--- src/rtl/core/tksd_pkg.sv ---
// ----------------------------------------------------------------------------
// tksd_pkg
// Shared types, codes and lookup functions for the terminal key decoder.
// ----------------------------------------------------------------------------
package tksd_pkg;

  // Parser mode
  typedef enum logic [2:0] {
    MODE_IDLE  = 3'd0,
    MODE_ESC   = 3'd1,
    MODE_CSI   = 3'd2,
    MODE_SS3   = 3'd3,
    MODE_DIGIT = 3'd4
  } mode_t;

  // Request kinds carried on tuser
  localparam logic [1:0] ACT_BYTE = 2'd0;
  localparam logic [1:0] ACT_TICK = 2'd1;
  localparam logic [1:0] ACT_END  = 2'd2;

  localparam logic [7:0] BYTE_ESC = 8'd27;
  localparam logic [7:0] BYTE_DEL = 8'd127;
  localparam logic [7:0] BYTE_BS  = 8'd8;
  localparam logic [7:0] BYTE_CSI = 8'h5B;  // '['
  localparam logic [7:0] BYTE_SS3 = 8'h4F;  // 'O'

  localparam int unsigned LOOKAHEAD_W = 10;
  localparam logic [LOOKAHEAD_W-1:0] LOOKAHEAD_RESET = 10'd25;

  // Result count codes
  localparam logic [1:0] RES_NONE = 2'd0;
  localparam logic [1:0] RES_ONE  = 2'd1;
  localparam logic [1:0] RES_PAIR = 2'd2;

  // Results of one request: single key in code0, or 0 marker then code1
  typedef struct packed {
    logic [1:0] count;
    logic [7:0] code0;
    logic [7:0] code1;
  } result_t;

  // ESC [ letter
  function automatic logic [7:0] csi_letter(input logic [7:0] b);
    logic [7:0] code;
    case (b)
      8'h41:   code = 8'd72;  // A
      8'h42:   code = 8'd80;  // B
      8'h43:   code = 8'd77;  // C
      8'h44:   code = 8'd75;  // D
      8'h48:   code = 8'd71;  // H
      8'h46:   code = 8'd79;  // F
      default: code = 8'd0;
    endcase
    return code;
  endfunction

  // ESC [ digit ~
  function automatic logic [7:0] csi_digit(input logic [7:0] b);
    logic [7:0] code;
    case (b)
      8'h31:   code = 8'd71;
      8'h32:   code = 8'd82;
      8'h33:   code = 8'd83;
      8'h34:   code = 8'd79;
      8'h35:   code = 8'd73;
      8'h36:   code = 8'd81;
      default: code = 8'd0;
    endcase
    return code;
  endfunction

  // ESC O letter
  function automatic logic [7:0] ss3_letter(input logic [7:0] b);
    logic [7:0] code;
    case (b)
      8'h50:   code = 8'd59;  // P
      8'h51:   code = 8'd60;  // Q
      8'h52:   code = 8'd61;  // R
      8'h53:   code = 8'd62;  // S
      default: code = 8'd0;
    endcase
    return code;
  endfunction

endpackage

--- src/rtl/core/tksd_parser.sv ---
// ----------------------------------------------------------------------------
// tksd_parser
// Escape sequence state machine: holds the parser state and works out the
// key codes for one request combinationally.
// ----------------------------------------------------------------------------
module tksd_parser (
  input  logic                                 clk,
  input  logic                                 rst,
  input  logic                                 step,
  input  logic [1:0]                           action,
  input  logic [7:0]                           data_byte,
  input  logic [tksd_pkg::LOOKAHEAD_W-1:0]     lookahead_ticks,
  output tksd_pkg::result_t                    result
);
  import tksd_pkg::*;

  mode_t                  parse_mode, parse_mode_next;
  logic [7:0]             held_scan_code, held_scan_code_next;
  logic [LOOKAHEAD_W-1:0] gap_count, gap_count_next;

  logic [7:0]           digit_code, letter_code, ss3_code;
  logic [LOOKAHEAD_W:0] gap_inc;
  logic                 timeout;

  assign digit_code  = csi_digit(data_byte);
  assign letter_code = csi_letter(data_byte);
  assign ss3_code    = ss3_letter(data_byte);
  assign gap_inc     = {1'b0, gap_count} + 1'b1;
  assign timeout     = gap_inc >= {1'b0, lookahead_ticks};

  // Next state
  always_comb begin
    parse_mode_next     = parse_mode;
    held_scan_code_next = held_scan_code;
    gap_count_next      = gap_count;
    case (action)
      ACT_BYTE: begin
        gap_count_next = '0;
        unique case (parse_mode)
          MODE_IDLE: begin
            if (data_byte == BYTE_ESC) parse_mode_next = MODE_ESC;
          end
          MODE_ESC: begin
            if (data_byte == BYTE_CSI)      parse_mode_next = MODE_CSI;
            else if (data_byte == BYTE_SS3) parse_mode_next = MODE_SS3;
            else                            parse_mode_next = MODE_IDLE;
          end
          MODE_CSI: begin
            if (digit_code != 8'd0) begin
              parse_mode_next     = MODE_DIGIT;
              held_scan_code_next = digit_code;
            end else begin
              parse_mode_next = MODE_IDLE;
            end
          end
          default: parse_mode_next = MODE_IDLE;
        endcase
      end
      ACT_TICK: begin
        if (parse_mode == MODE_IDLE || timeout) begin
          parse_mode_next = MODE_IDLE;
          gap_count_next  = '0;
        end else begin
          gap_count_next = gap_inc[LOOKAHEAD_W-1:0];
        end
      end
      ACT_END: begin
        parse_mode_next = MODE_IDLE;
        gap_count_next  = '0;
      end
      default: ;
    endcase
  end

  // Outputs
  always_comb begin
    result.count = RES_NONE;
    result.code0 = 8'd0;
    result.code1 = held_scan_code;
    case (action)
      ACT_BYTE: begin
        unique case (parse_mode)
          MODE_IDLE: begin
            if (data_byte == BYTE_DEL) begin
              result.count = RES_ONE;
              result.code0 = BYTE_BS;
            end else if (data_byte != BYTE_ESC) begin
              result.count = RES_ONE;
              result.code0 = data_byte;
            end
          end
          MODE_ESC: begin
            if (data_byte != BYTE_CSI && data_byte != BYTE_SS3) begin
              result.count = RES_ONE;
              result.code0 = BYTE_ESC;
            end
          end
          MODE_CSI: begin
            if (digit_code == 8'd0) begin
              if (letter_code != 8'd0) begin
                result.count = RES_PAIR;
                result.code1 = letter_code;
              end else begin
                result.count = RES_ONE;
                result.code0 = BYTE_ESC;
              end
            end
          end
          MODE_SS3: begin
            if (ss3_code != 8'd0) begin
              result.count = RES_PAIR;
              result.code1 = ss3_code;
            end else begin
              result.count = RES_ONE;
              result.code0 = BYTE_ESC;
            end
          end
          // final byte after the digit is swallowed whatever it is
          MODE_DIGIT: result.count = RES_PAIR;
          default: ;
        endcase
      end
      ACT_TICK, ACT_END: begin
        if (parse_mode != MODE_IDLE && (action == ACT_END || timeout)) begin
          if (parse_mode == MODE_DIGIT) begin
            result.count = RES_PAIR;
          end else begin
            result.count = RES_ONE;
            result.code0 = BYTE_ESC;
          end
        end
      end
      default: ;
    endcase
  end

  // State registers
  always_ff @(posedge clk) begin
    if (rst) begin
      parse_mode     <= MODE_IDLE;
      held_scan_code <= 8'd0;
      gap_count      <= '0;
    end else if (step) begin
      parse_mode     <= parse_mode_next;
      held_scan_code <= held_scan_code_next;
      gap_count      <= gap_count_next;
    end
  end

endmodule

--- src/rtl/core/terminal_key_sequence_decoder.sv ---
// ----------------------------------------------------------------------------
// terminal_key_sequence_decoder
// Turns terminal bytes, ticks and end-of-input into key codes.
// ----------------------------------------------------------------------------
// Input stream: s_axis_tuser carries the request kind (byte, tick, end of
// input), s_axis_tdata the received byte. Output stream: m_axis_tdata is the
// key code, m_axis_tlast marks the final key caused by one request.
// A recognised escape sequence gives a 0 marker followed by its scan code.
// cfg_we/cfg_wdata set the lookahead in ticks; write it only while idle.
//
// A request is held in the input register and is then decoded into the
// result slots, from which slot0 drives its first key onto the port. The
// result stage holds two keys; with requests that yield one key or none,
// one request per cycle is sustained while the receiver is ready, and a
// request that yields a marker and scan code holds back the next request
// until the single output port has drained the second slot.
//
// When the receiver stalls, the result slots hold and one more request is
// taken into the input register before s_axis_tready drops.
// Reset (rst, synchronous) empties both stages, returns the parser to idle
// and restores the lookahead to 25 ticks.
// ----------------------------------------------------------------------------
module terminal_key_sequence_decoder (
  input  logic                              clk,
  input  logic                              rst,
  input  logic                              s_axis_tvalid,
  output logic                              s_axis_tready,
  input  logic [7:0]                        s_axis_tdata,   // [7:0] data_byte
  input  logic [1:0]                        s_axis_tuser,   // [1:0] action
  output logic                              m_axis_tvalid,
  input  logic                              m_axis_tready,
  output logic [7:0]                        m_axis_tdata,   // [7:0] key_code
  output logic                              m_axis_tlast,
  input  logic                              cfg_we,
  input  logic [tksd_pkg::LOOKAHEAD_W-1:0]  cfg_wdata
);
  import tksd_pkg::*;

  logic [LOOKAHEAD_W-1:0] lookahead_ticks;

  logic       in_valid;
  logic [1:0] in_action;
  logic [7:0] in_byte;

  logic       slot0_valid, slot1_valid;
  logic [7:0] slot0_code, slot1_code;
  logic       slot0_last;

  logic       m_fire, proc;
  result_t    result;

  assign m_fire = m_axis_tvalid && m_axis_tready;
  // decode only when the result stage is empty after this cycle
  assign proc   = in_valid && !slot1_valid && (!slot0_valid || m_fire);

  assign s_axis_tready = !in_valid || proc;
  assign m_axis_tvalid = slot0_valid;
  assign m_axis_tdata  = slot0_code;
  assign m_axis_tlast  = slot0_last;

  // Lookahead register
  always_ff @(posedge clk) begin
    if (rst) lookahead_ticks <= LOOKAHEAD_RESET;
    else if (cfg_we) lookahead_ticks <= cfg_wdata;
  end

  // Input register
  always_ff @(posedge clk) begin
    if (rst) begin
      in_valid <= 1'b0;
    end else if (s_axis_tvalid && s_axis_tready) begin
      in_valid <= 1'b1;
    end else if (proc) begin
      in_valid <= 1'b0;
    end
  end

  always_ff @(posedge clk) begin
    if (s_axis_tvalid && s_axis_tready) begin
      in_action <= s_axis_tuser;
      in_byte   <= s_axis_tdata;
    end
  end

  tksd_parser u_parser (
    .clk             (clk),
    .rst             (rst),
    .step            (proc),
    .action          (in_action),
    .data_byte       (in_byte),
    .lookahead_ticks (lookahead_ticks),
    .result          (result)
  );

  // Result slots: slot0 drives the port, slot1 holds the scan code of a pair
  always_ff @(posedge clk) begin
    if (rst) begin
      slot0_valid <= 1'b0;
      slot1_valid <= 1'b0;
    end else if (proc) begin
      slot0_valid <= result.count != RES_NONE;
      slot1_valid <= result.count == RES_PAIR;
    end else if (m_fire) begin
      slot0_valid <= slot1_valid;
      slot1_valid <= 1'b0;
    end
  end

  always_ff @(posedge clk) begin
    if (proc) begin
      slot0_code <= result.code0;
      slot0_last <= result.count == RES_ONE;
      slot1_code <= result.code1;
    end else if (m_fire) begin
      slot0_code <= slot1_code;
      slot0_last <= 1'b1;
    end
  end

  // Checks
  a_slot_order: assert property (@(posedge clk) disable iff (rst)
    slot1_valid |-> slot0_valid)
    else $error("second result slot filled while first is empty");

  a_pair_marker: assert property (@(posedge clk) disable iff (rst)
    slot1_valid |-> (!slot0_last && slot0_code == 8'd0))
    else $error("pair does not open with a non-final zero marker");

  a_pair_loaded: assert property (@(posedge clk) disable iff (rst)
    (proc && result.count == RES_PAIR) |=> (slot0_valid && slot1_valid))
    else $error("pair result not loaded into both slots");

  a_no_overrun: assert property (@(posedge clk) disable iff (rst)
    slot1_valid |-> !proc)
    else $error("request decoded while result stage still holds two keys");

endmodule
--- config.mk ---
export PLATFORM = sky130hd
export DESIGN_NAME = terminal_key_sequence_decoder
export DESIGN_NICKNAME = d
export VERILOG_FILES = /design/src/rtl/core/tksd_pkg.sv /design/src/rtl/core/tksd_parser.sv /design/src/rtl/core/terminal_key_sequence_decoder.sv
export SDC_FILE = /design/constraint.sdc
export NUM_CORES = 1
export LEC_CHECK = 0
export ABC_AREA = 1
export BUFFER_PORTS_ARGS = -buffer_cell sky130_fd_sc_hd__buf_4
export CORE_UTILIZATION = 50
export CTS_CLUSTER_SIZE = 25
export DETAILED_ROUTE_END_ITERATION = 8
export PLACE_DENSITY = 0.75
export SLEW_MARGIN = 25
export SYNTH_ARGS = -nofsm -noshare
export SYNTH_HDL_FRONTEND = slang
export SYNTH_HIERARCHICAL = 1
export SYNTH_SLANG_ARGS = --single-unit
--- constraint.sdc ---
create_clock -name clk -period 2.9 [get_ports clk]
set_input_delay 0.435 -clock clk [delete_from_list [all_inputs] [get_ports clk]]
set_output_delay 0.435 -clock clk [all_outputs]
set_load 0.005 [all_outputs]
==> Word level (Yosys, flattened, before mapping) <==
Index checks and enable logic that the tools add are counted.
{ "word_totals": {"register_bits": 61, "input_bits": 25, "output_inout_bits": 11, "word_cells": 117} }
{ "classes": {"n_addsub": 1, "magnitude_cmp": 1, "eq_ne": 33, "muxes": 40, "reduce_logical": 30} }
{ "ops": {"columns": ["op", "count"], "rows": [
  ["$eq A8 B7 Y1 const B", 13],
  ["$pmux W7 S6", 2],
  ["$eq A8 B6 Y1 const B", 6],
  ["$mux W8", 5],
  ["$pmux W10 S2", 2],
  ["$pmux W8 S4", 1],
  ["$mux W9", 3],
  ["$pmux W6 S4", 1],
  ["$reduce_bool A8 Y1", 3],
  ["$mux W10", 2],
  ["$mux W18", 1],
  ["$pmux W3 S3", 2],
  ["$ne A8 B7 Y1 const B", 2],
  ["$pmux W8 S2", 1],
  ["$mux W5", 3],
  ["$mux W3", 4],
  ["$add A10 B1 Y11 const B", 1],
  ["$ge A11 B10 Y1", 1],
  ["$pmux W2 S5", 1],
  ["$eq A8 B5 Y1 const B", 1],
  ["$logic_not A8 Y1", 1],
  ["$mux W1", 8],
  ["$mux W2", 4],
  ["$ne A8 B5 Y1 const B", 1],
  ["other kinds (17)", 36]
]} }

==> Logic depth before layout (Yosys ltp) <==
Gate-level depths: netlist of the first run.
{ "depth": {"ltp_word": 9, "ltp_mapped": 20} }

==> Cells and area by module <==
The synthesis of the first run kept the hierarchy.
{ "modules_own_cells": {"columns": ["module", "instances", "cells_each", "area_per_inst_um2", "seq_area_each_um2"], "rows": [
  ["tksd_parser", 1, 359, 2153.3, 380.4],
  ["terminal_key_sequence_decoder", 1, 122, 1422.6, 1071.0]
]} }

==> Least setup slack after synthesis of the first run <==
OpenSTA, ideal clock, no wires.
{ "synth_timing": {"path_kind": "register -> register", "start": "reg u_parser.gap_count[0]", "end": "reg slot0_valid (netlist: m_axis_tvalid)", "setup_time_ns": 0.070, "t_arrival_ns": 2.246, "path_slack_ns": 0.584, "stages_incl_launch_ff": 20, "path_buffers": 0, "path_cell_list": "dfxtp_1 -> ha_1 -> nand2_1 -> xor2_1 -> inv_1 -> ha_1 -> nand2_1 -> nor2_1 -> nand2_1 -> nand2_1 -> nand2_1 -> nand2_1 -> nand2_1 -> nand3b_1 -> nand3_1 -> a21oi_1 -> inv_1 -> nand2_1 -> nand3_1 -> a21oi_1"} }
{ "synth_rtl": {"columns": ["item", "line", "text"], "rows": [
  ["start, declared", "tksd_parser.sv:19", "logic [LOOKAHEAD_W-1:0] gap_count, gap_count_next;"],
  ["start signal, assigned", "tksd_parser.sv:146", "gap_count <= gap_count_next;"],
  ["end signal, assigned", "terminal_key_sequence_decoder.sv:104", "slot0_valid <= slot1_valid;"],
  ["end, declared", "terminal_key_sequence_decoder.sv:45", "logic slot0_valid, slot1_valid;"]
]} }

==> results of run 1 <==
[through the flow]
step	power [uW]	util, %	hold slack, ns
finish	1940	60.8	0.272
detailed placement	1190	57.5	0.449
floorplan	1110	-	0.429
global route	2030	60.8	0.260
CTS	1950	60.5	0.260
global placement	1190	57.5	0.442
[kinds of logic (layout without fill, tap and decap cells)]
group	Yosys count	in the layout
and+or+nand+nor	252	252
buffers and inverters	78	127
AOI/OAI and AO/OA	67	67
DFF	59	59
adders and majority gates	16	16
xor gates and xnor gates	8	8
other	1	1
[how the worst max path moves through the flow]
stage / startpoint / end / slack [ns] / cells after the start
after global routing: u_parser/gap_count[0]$_SDFFE_PP0P_ / m_axis_tvalid$_SDFFE_PP0P_ / 0.007 / 19
final: u_parser/gap_count[0]$_SDFFE_PP0P_ / m_axis_tvalid$_SDFFE_PP0P_ / 0.28 / 19
after CTS: u_parser/gap_count[0]$_SDFFE_PP0P_ / m_axis_tvalid$_SDFFE_PP0P_ / 0.18 / 19
after floorplan: u_parser/gap_count[0]$_SDFFE_PP0P_ / m_axis_tvalid$_SDFFE_PP0P_ / 0.58 / 19
after global placement: u_parser/gap_count[3]$_SDFFE_PP0P_ / m_axis_tvalid$_SDFFE_PP0P_ / 0.38 / 20
after detailed placement: u_parser/gap_count[0]$_SDFFE_PP0P_ / m_axis_tvalid$_SDFFE_PP0P_ / 0.21 / 19
[sequential cells by signal, summed over array words and instances, names as in the netlist, 2 cells and up]
signal,count
m_axis_tdata,8
u_parser/parse_mode,3
lookahead_ticks,10
u_parser/held_scan_code,6
in_byte,8
slot1_code,8
u_parser/gap_count,10
in_action,2
[cells in the final DEF, fill, tap and decap left out, drive strengths merged, types with 3 or more instances in the layout]
cell type and instances:
nand2 135, inv 70, nor2 59, nand3 42, a21oi 40, buf 37, dfxtp 32, edfxtp 27
o21ai 20, ha 16, clkbuf 13, xor2 7, nor3 7, nand4 6, clkinv 6, o22ai 3
nand3b 3
[power groups by stage]
stage                     clock (uW)  combinational [uW]  sequential, uW
after floorplan                    0                 165             945
after global placement             0                 238             948
after detailed placement           0                 242             950
after CTS                        775                 243             932
after global routing             814                 276             935
final                            767                 247             932
[metal layers]
layer  GRT usage [%]  wire [um]
met1            30.0       3650
met2            32.9       3270
met3            4.10        460
met4            10.2        178
met5               0          0
[critical path, cell delays in order (launching register included)]
cell,delay [ns]
dfxtp_1,0.40
ha_2,0.24
nand2_1,0.08
xor2_1,0.15
inv_1,0.08
ha_1,0.29
nand2_1,0.07
nor2_1,0.14
nand2_1,0.07
nand2_1,0.05
nand2_1,0.04
nand2_1,0.05
nand2_1,0.08
nand3b_1,0.13
nand3_2,0.13
a21oi_2,0.18
inv_1,0.07
nand2_1,0.06
nand3_1,0.07
a21oi_1,0.13
[final cells by class]
cell class                      instances  area, sq um
Fill cell                             606         2690
Multi-Input combinational cell        344         1830
Sequential cell                        59         1460
Inverter                               74          284
Timing Repair Buffer                   37          278
Clock buffer                           13          191
Tap cell                               96          120
Clock inverter                          3         17.5
[what timing repair did]
| item | CTS | global route |
|---|---|---|
| endpoints found under the setup margin | 0 | 3 |
| setup buffers | 0 | 0 |
| resized for setup | 0 | 7 |
==> impl_metrics.yaml, run 1 <==
yosys:
  synth_warnings: 6
  synthSimpleGateAreaFrac_pct: 33.2
  synth_top_family_by_area: "simple AND/OR/NAND/NOR gates"
  synth_area_leaders: "edfxtp_1 (23%), dfxtp_1 (18%), nand2_1 (13%)"
  synth.most_common_cell: "nand2_1"
  synth_compound_area_share_pct: 9.94
  synth-seq-area-share_pct: 40.6
  synth_top_cell_by_area: "edfxtp_1"
  syn_area_sq_um: 3580
  ys_seq_elements: 59
  synth_common_cells: "nand2_1 (127), inv_1 (62), nor2_1 (46)"
  synth_edf_count: 27
  synth.distinct_cells: 38
  synth-adder-area-share_pct: 5.60
  syn_nets: 522
  synth.avg_cell_area_sq_um: 7.43
  synth_flop_cell: "dfxtp_1"
  synth_top_area_share_pct: 22.7
  synthArstFlopShare_pct: 0
  muxShareOfSynthArea_pct: 0
  synth_xor_area_share_pct: 1.96
  synthCells: 481
critical_path:
  timing.critical_path.arrival_ns: 2.89
  reg2reg_to: "m_axis_tvalid$_SDFFE_PP0P_"
  critPathKind: "reg -> reg"
  cp_max_fo: 5
  cp.required_ns: 3.16
  r2r_slack_ns: 0.28
  reg2reg_from: "u_parser/gap_count[0]$_SDFFE_PP0P_"
  r2r_cells: 19
  crit_path_end_kind: "flip-flop"
  cp-start-kind: "flip-flop"
placement:
  dp_cells: 610
  place.gp.congestion: 0.883
  portBuffers: 35
  hpwl_um: 5710
  dp_slack_ns: 0.209
  postPlaceCellArea_sq_um: 3950
cells_and_area:
  instances_no_fill: 626
  final_area_sq_um: 4180
  finalNetCount: 566
  drive_gt1_share_pct: 18.5
  antenna_cells: 0
  synthToLayoutAreaGrowth_pct: 16.8
pwr:
  p_leak_uw: 0.00192
  clock_power_share_pct: 39.4
  sw_frac_of_total_pct: 26.3
  vdd_ir_drop_max_v: 0.000393
  switching_power_uw: 511
  power_frac_seq_pct: 47.9
  p_int_uw: 1430
  powerDensity_nw_per_um2: 466
  combPwrFrac_pct: 12.7
grt:
  grt_overflow_total: 0
  antenna_found_initial: 0
  grt_first_pass_wirelength_um: 12500
  grt_max_degree: 20
  grt_pass1_vias: 2808
  grt_use_total_pct: 21.7
sta:
  report.final.slew_viol_count: 0
  fmax_mhz: 381
  rsz0062_at_grt: "false"
  min_period_ns: 2.62
  finalSetupTns_ns: 0
  setup_viol: 0
  hold_viol: 0
  finClkSkew_ns: 0.00984
  setup_ws_ns: 0.278
  fin_crit_sh_pct: 90.4
clock_network:
  cts_max_path_buffers: 2
  clk_latency_ns: 0.34
  cts_made_buffers: 9
  cts_sinks: 59
  cts-hold-fix-buffers: 0
  clockRootBuffer: "clkbuf_8"
  path_clk_slew_ns: 0.07
  htreeDepth: 3
  cts_tree: "done"
routing:
  drt_iter0_markers: 295
  num_vias: 3178
  drtAntennaViolNets: 0
  drc: 0
  wl_um: 7560
  vias_per_cell: 5.08
  wl_per_cell_um: 12.1
  dr.pass1.iters: 5
floorplanning:
  die_h_um: 86.6
  coreArea_sq_um: 6870
  dieArea_sq_um: 7490
  start_util_pct: 52.1
  rows: 30
  ios: 36
  die_w_um: 86.6
run:
  cap_violations: 0
worst_hold_path:
  holdPathStages: 1
  min_to: "in_byte[4]$_DFFE_PP_"
  hp-class: "in -> reg"
  min_from: "s_axis_tdata[4]"
outcome:
  outcome: "complete, no violations"
(Power assumes the default switching activity.)
==> run 2: changes to the inputs <==
--- a/config.mk
+++ b/config.mk
@@ -6,7 +6,7 @@
 export NUM_CORES = 1
 export LEC_CHECK = 0
 export ABC_AREA = 1
-export BUFFER_PORTS_ARGS = -buffer_cell sky130_fd_sc_hd__buf_4
+export BUFFER_PORTS_ARGS = -buffer_cell sky130_fd_sc_hd__buf_2
 export CORE_UTILIZATION = 50
 export CTS_CLUSTER_SIZE = 25
 export DETAILED_ROUTE_END_ITERATION = 8
==> impl_metrics.yaml, run 2 (synthesized netlist as in run 1, its figures left out) <==
sta:
  fmax_mhz: 385
  setup_ws_ns: 0.300
  min_period_ns: 2.60
  report.final.slew_viol_count: 0
  finalSetupTns_ns: 0
  hold_viol: 0
  rsz0062_at_grt: "false"
  fin_crit_sh_pct: 89.6
  setup_viol: 0
  finClkSkew_ns: 0.0118
clock_network:
  post_cts_buffers: 0
  cts_tree: "done"
  clockRootBuffer: "clkbuf_8"
  htreeDepth: 3
  cts_max_path_buffers: 2
  clk_latency_ns: 0.34
  cts_made_buffers: 9
  cts_sinks: 59
  path_clk_slew_ns: 0.07
outcome:
  outcome: "complete, no violations"
pwr:
  sw_frac_of_total_pct: 25.9
  power_frac_seq_pct: 48.7
  switching_power_uw: 496
  combPwrFrac_pct: 12.3
  p_leak_uw: 0.00189
  clock_power_share_pct: 39.1
  p_int_uw: 1420
  powerDensity_nw_per_um2: 469
  vdd_ir_drop_max_v: 0.000284
critical_path:
  crit_top_cell: "nand2_1"
  reg2reg_from: "u_parser/gap_count[0]$_SDFFE_PP0P_"
  cp-startpoint: "u_parser/gap_count[0]$_SDFFE_PP0P_"
  cp_slowest_stage_delay_ns: 0.40
  timing.critical_path.arrival_ns: 2.86
  cp.required_ns: 3.16
  cp_top_family: "simple AND/OR/NAND/NOR gates"
  crit_chain: "inv_1 -> nor2_1 -> nand4_1 -> xor2_1 -> inv_1 -> ha_1 -> nand2_1 -> inv_1 -> nand2_1 -> nand2_1 -> nor2_1 -> nand2_1 -> nor2_2 -> nand3_1 -> a21oi_1"
  critPathKind: "reg -> reg"
  worst_path_max_delay_cell: "dfxtp_1"
  cp-start-kind: "flip-flop"
  crit_path_end_kind: "flip-flop"
  cp_max_fo: 10
  critPathBufInv: 3
  r2r_slack_ns: 0.30
cells_and_area:
  final_cell_mix: "nand2_1 (127), inv_1 (62), nor2_1 (46), a21oi_1 (37), nand3_1 (37)"
  final_common_cell: "nand2_1"
  finalNetCount: 566
  final_util_pct: 59.5
  drive_gt1_share_pct: 18.3
  antenna_cells: 0
  largestRegisters: "lookahead_ticks: 10 flops, u_parser/gap_count: 10 flops"
  synthToLayoutAreaGrowth_pct: 14.2
routing:
  vias_per_cell: 5.08
  wl_um: 7430
  num_vias: 3178
  drc: 0
  drtAntennaViolNets: 0
  dr.pass1.iters: 7
  wl_per_cell_um: 11.9
  drt_iter0_markers: 252
placement:
  place.gp.congestion: 0.888
  dp_slack_ns: 0.240
  portBuffers: 35
  hpwl_um: 5560
floorplanning:
  die_w_um: 86.6
  rows: 30
  dieArea_sq_um: 7490
  coreArea_sq_um: 6870
  start_util_pct: 52.1
  ios: 36
  die_h_um: 86.6
worst_hold_path:
  hp-class: "in -> reg"
  min_from: "s_axis_tdata[0]"
grt:
  grt_use_total_pct: 22.3
  grt_pass1_vias: 2950
  grt_first_pass_wirelength_um: 13100
  grt_max_degree: 20
  antenna_found_initial: 0
  grt_overflow_total: 0
run:
  cap_violations: 0
## run 2: cell count changes in the layout (fill, tap and decap cells not counted), sizes merged
cell      change
clkbuf        +2
clkinv        -1
clkinvlp      -1
## run 2: metal layers
metal	GRT usage, %	share of wire [%]	up-vias
met5	0	0	-
met4	9.09	2.0	0
met3	4.10	6.4	12
met2	33.6	43	134
met1	31.5	49	1383
li1	-	-	1649
## run 2: what timing repair did
action,4_1_cts,5_1_grt
hold buffers,0,0
hold endpoints to repair,0,0
resized for setup,0,7
setup endpoints to repair,0,3
## run 2: stage by stage
stage | instances | area (sq um) | hold WS, ns | power, uW
finish | 626 | 4080 | 0.270 | 1910
global route | 626 | 4080 | 0.260 | 2000
CTS | 626 | 4070 | 0.264 | 1920
detailed placement | 610 | 3860 | 0.445 | 1180
global placement | 610 | 3860 | 0.441 | 1170
floorplan | 481 | 3580 | 0.429 | 1110
## run 2: worst paths after layout
check                                            end  cells past startpoint
hold reg to reg      lookahead_ticks[4]$_SDFFE_PP1P_                      2
hold / removal                  in_byte[0]$_DFFE_PP_                      1
setup / recovery  u_parser/gap_count[6]$_SDFFE_PP0P_                     15
setup reg to reg  u_parser/gap_count[6]$_SDFFE_PP0P_                     15
## run 2: final cells by class
type	instances	area [sq um]
clock buffers	15	198
clock inverters	1	5.00
fillers	620	2790
inverters	74	284
multi-input cells	344	1830
flip-flops and latches	59	1460
well taps	96	120
repair buffers	37	190
## run 2: power groups by stage
stage	registers, uW	clock network, uW	logic [uW]
finish	931	748	235
global route	935	796	266
CTS	931	758	230
detailed placement	949	0	228
global placement	948	0	225
floorplan	945	0	165
==> run 3: changes to the inputs <==
--- a/config.mk
+++ b/config.mk
@@ -16,3 +16,4 @@
 export SYNTH_HDL_FRONTEND = slang
 export SYNTH_HIERARCHICAL = 1
 export SYNTH_SLANG_ARGS = --single-unit
+export TNS_END_PERCENT = 30
==> constraint.sdc (replaced) <==
create_clock -name clk -period 2.9 [get_ports clk]
set_input_delay 0.145 -clock clk [delete_from_list [all_inputs] [get_ports clk]]
set_output_delay 0.145 -clock clk [all_outputs]
set_load 0.005 [all_outputs]
==> impl_metrics.yaml, run 3 (synthesized netlist as in run 1, its figures left out) <==
routing:
  top_layer: "met4"
  dr.pass1.iters: 5
  wl_per_cell_um: 12.1
  num_vias: 3218
  wl_um: 7680
  drtAntennaViolNets: 0
  drt_iter0_markers: 285
  wl_met1_um: 3670
  met3WireLength_um: 480
  vias_per_cell: 5.06
  met2WireLength_um: 3420
  drc: 0
pwr:
  powerDensity_nw_per_um2: 453
  vdd_ir_drop_max_v: 0.000350
  p_leak_uw: 0.00193
placement:
  portBuffers: 35
  hpwl_um: 5570
  dp_slack_ns: 0.278
  postPlaceCellArea_sq_um: 3860
  place.gp.congestion: 0.877
  dp_cells: 610
sta:
  rsz0062_at_grt: "false"
  finalSetupTns_ns: 0
  fmax_mhz: 390
  report.final.slew_viol_count: 0
  hold_viol: 0
  setup_ws_ns: 0.336
  min_period_ns: 2.56
  setup_viol: 0
  fin_crit_sh_pct: 88.4
  finClkSkew_ns: 0.00775
  hold_ws_ns: 0.0161
grt:
  grt_pass1_vias: 2981
  antenna_found_initial: 0
  grt_max_degree: 20
  grt_first_pass_wirelength_um: 13100
  grt_use_total_pct: 22.8
  grt_overflow_total: 0
clock_network:
  clk_latency_ns: 0.34
  post_cts_buffers: 0
  cts_sinks: 59
  cts_max_path_buffers: 2
  clockRootBuffer: "clkbuf_8"
  path_clk_slew_ns: 0.07
  cts_made_buffers: 9
  cts_tree: "done"
  htreeDepth: 3
cells_and_area:
  drive_gt1_share_pct: 17.6
  nFillCells: 633
  final_cell_mix: "nand2_1 (127), inv_1 (62), nor2_1 (46), a21oi_1 (37), nand3_1 (37)"
  final_area_sq_um: 4160
  synthToLayoutAreaGrowth_pct: 16.4
  antenna_cells: 0
  instances_no_fill: 636
  largestRegisters: "lookahead_ticks: 10 flops, u_parser/gap_count: 10 flops"
  finalNetCount: 576
  final_common_cell: "nand2_1"
critical_path:
  cp_max_fo: 4
  cp.required_ns: 3.17
  timing.critical_path.arrival_ns: 2.84
  reg2reg_from: "u_parser/gap_count[0]$_SDFFE_PP0P_"
  critPathKind: "reg -> reg"
  cp-start-kind: "flip-flop"
  crit_path_end_kind: "flip-flop"
  cp-startpoint: "u_parser/gap_count[0]$_SDFFE_PP0P_"
floorplanning:
  rows: 30
  ios: 36
  coreArea_sq_um: 6870
  start_util_pct: 52.1
  die_h_um: 86.6
  dieArea_sq_um: 7490
  die_w_um: 86.6
worst_hold_path:
  min_from: "cfg_wdata[0]"
  hp-class: "in -> reg"
run:
  cap_violations: 0
outcome:
  outcome: "complete, no violations"
[run 3: where the power goes]
| part | switching (uW) | internal [uW] |
|---|---|---|
| registers | 25.1 | 907 |
| clock network | 318 | 389 |
| logic | 157 | 87.9 |
[run 3: per-stage QoR]
| stage | util (%) | power (uW) |
|---|---|---|
| after floorplan | - | 1110 |
| after global placement | 56.2 | 1170 |
| after detailed placement | 56.2 | 1180 |
| after CTS | 60.4 | 1890 |
| after global routing | 60.6 | 1970 |
| final | 60.6 | 1880 |
[run 3: critical path, cell delays in order, from the launching register on]
cell      delay (ns)
dfxtp_1         0.38
ha_1            0.24
nand2_1         0.09
xor2_1          0.14
inv_1           0.08
ha_1            0.29
nand2_1         0.07
nor2_1          0.14
nand2_1         0.07
nand2_1         0.06
nand2_1         0.05
nand2_1         0.06
nand2_1         0.08
nand3b_1        0.14
nand3_1         0.11
a21oi_2         0.16
inv_1           0.07
nor2_1          0.09
nand3_1         0.08
a21oi_1         0.12
[run 3: path summary, 6_finish.rpt]
kind / cells after the start / slack [ns] / to
worst max-delay path: 19 / 0.34 / slot1_valid$_SDFFE_PP0P_
worst min-delay path: 3 / 0.02 / lookahead_ticks[0]$_SDFFE_PP1P_
worst max register to register: 19 / 0.34 / slot1_valid$_SDFFE_PP0P_
worst min register to register: 2 / 0.47 / lookahead_ticks[4]$_SDFFE_PP1P_
[run 3: metal layers]
layer	track usage, %	vias up
met5	0	-
li1	-	1669
met2	35.9	125
met3	5.62	8
met1	30.0	1416
met4	9.39	0
[run 3: layout make-up]
class | instances | area [sq um] | area share, %
clock buffer | 10 | 128 | 3.07
clock inverter | 6 | 56.3 | 1.35
inverter | 74 | 284 | 6.83
multi-input combinational | 344 | 1830 | 44.0
sequential | 59 | 1450 | 34.9
tap | 96 | 120 | 2.89
timing repair buffer | 47 | 290 | 6.98
[run 3: timing repair]
item | 4_1_cts | 5_1_grt
hold endpoints to repair | 10 | 0
endpoints found under the setup margin | 0 | 3
hold buffers | 10 | 0
resized for setup | 0 | 5
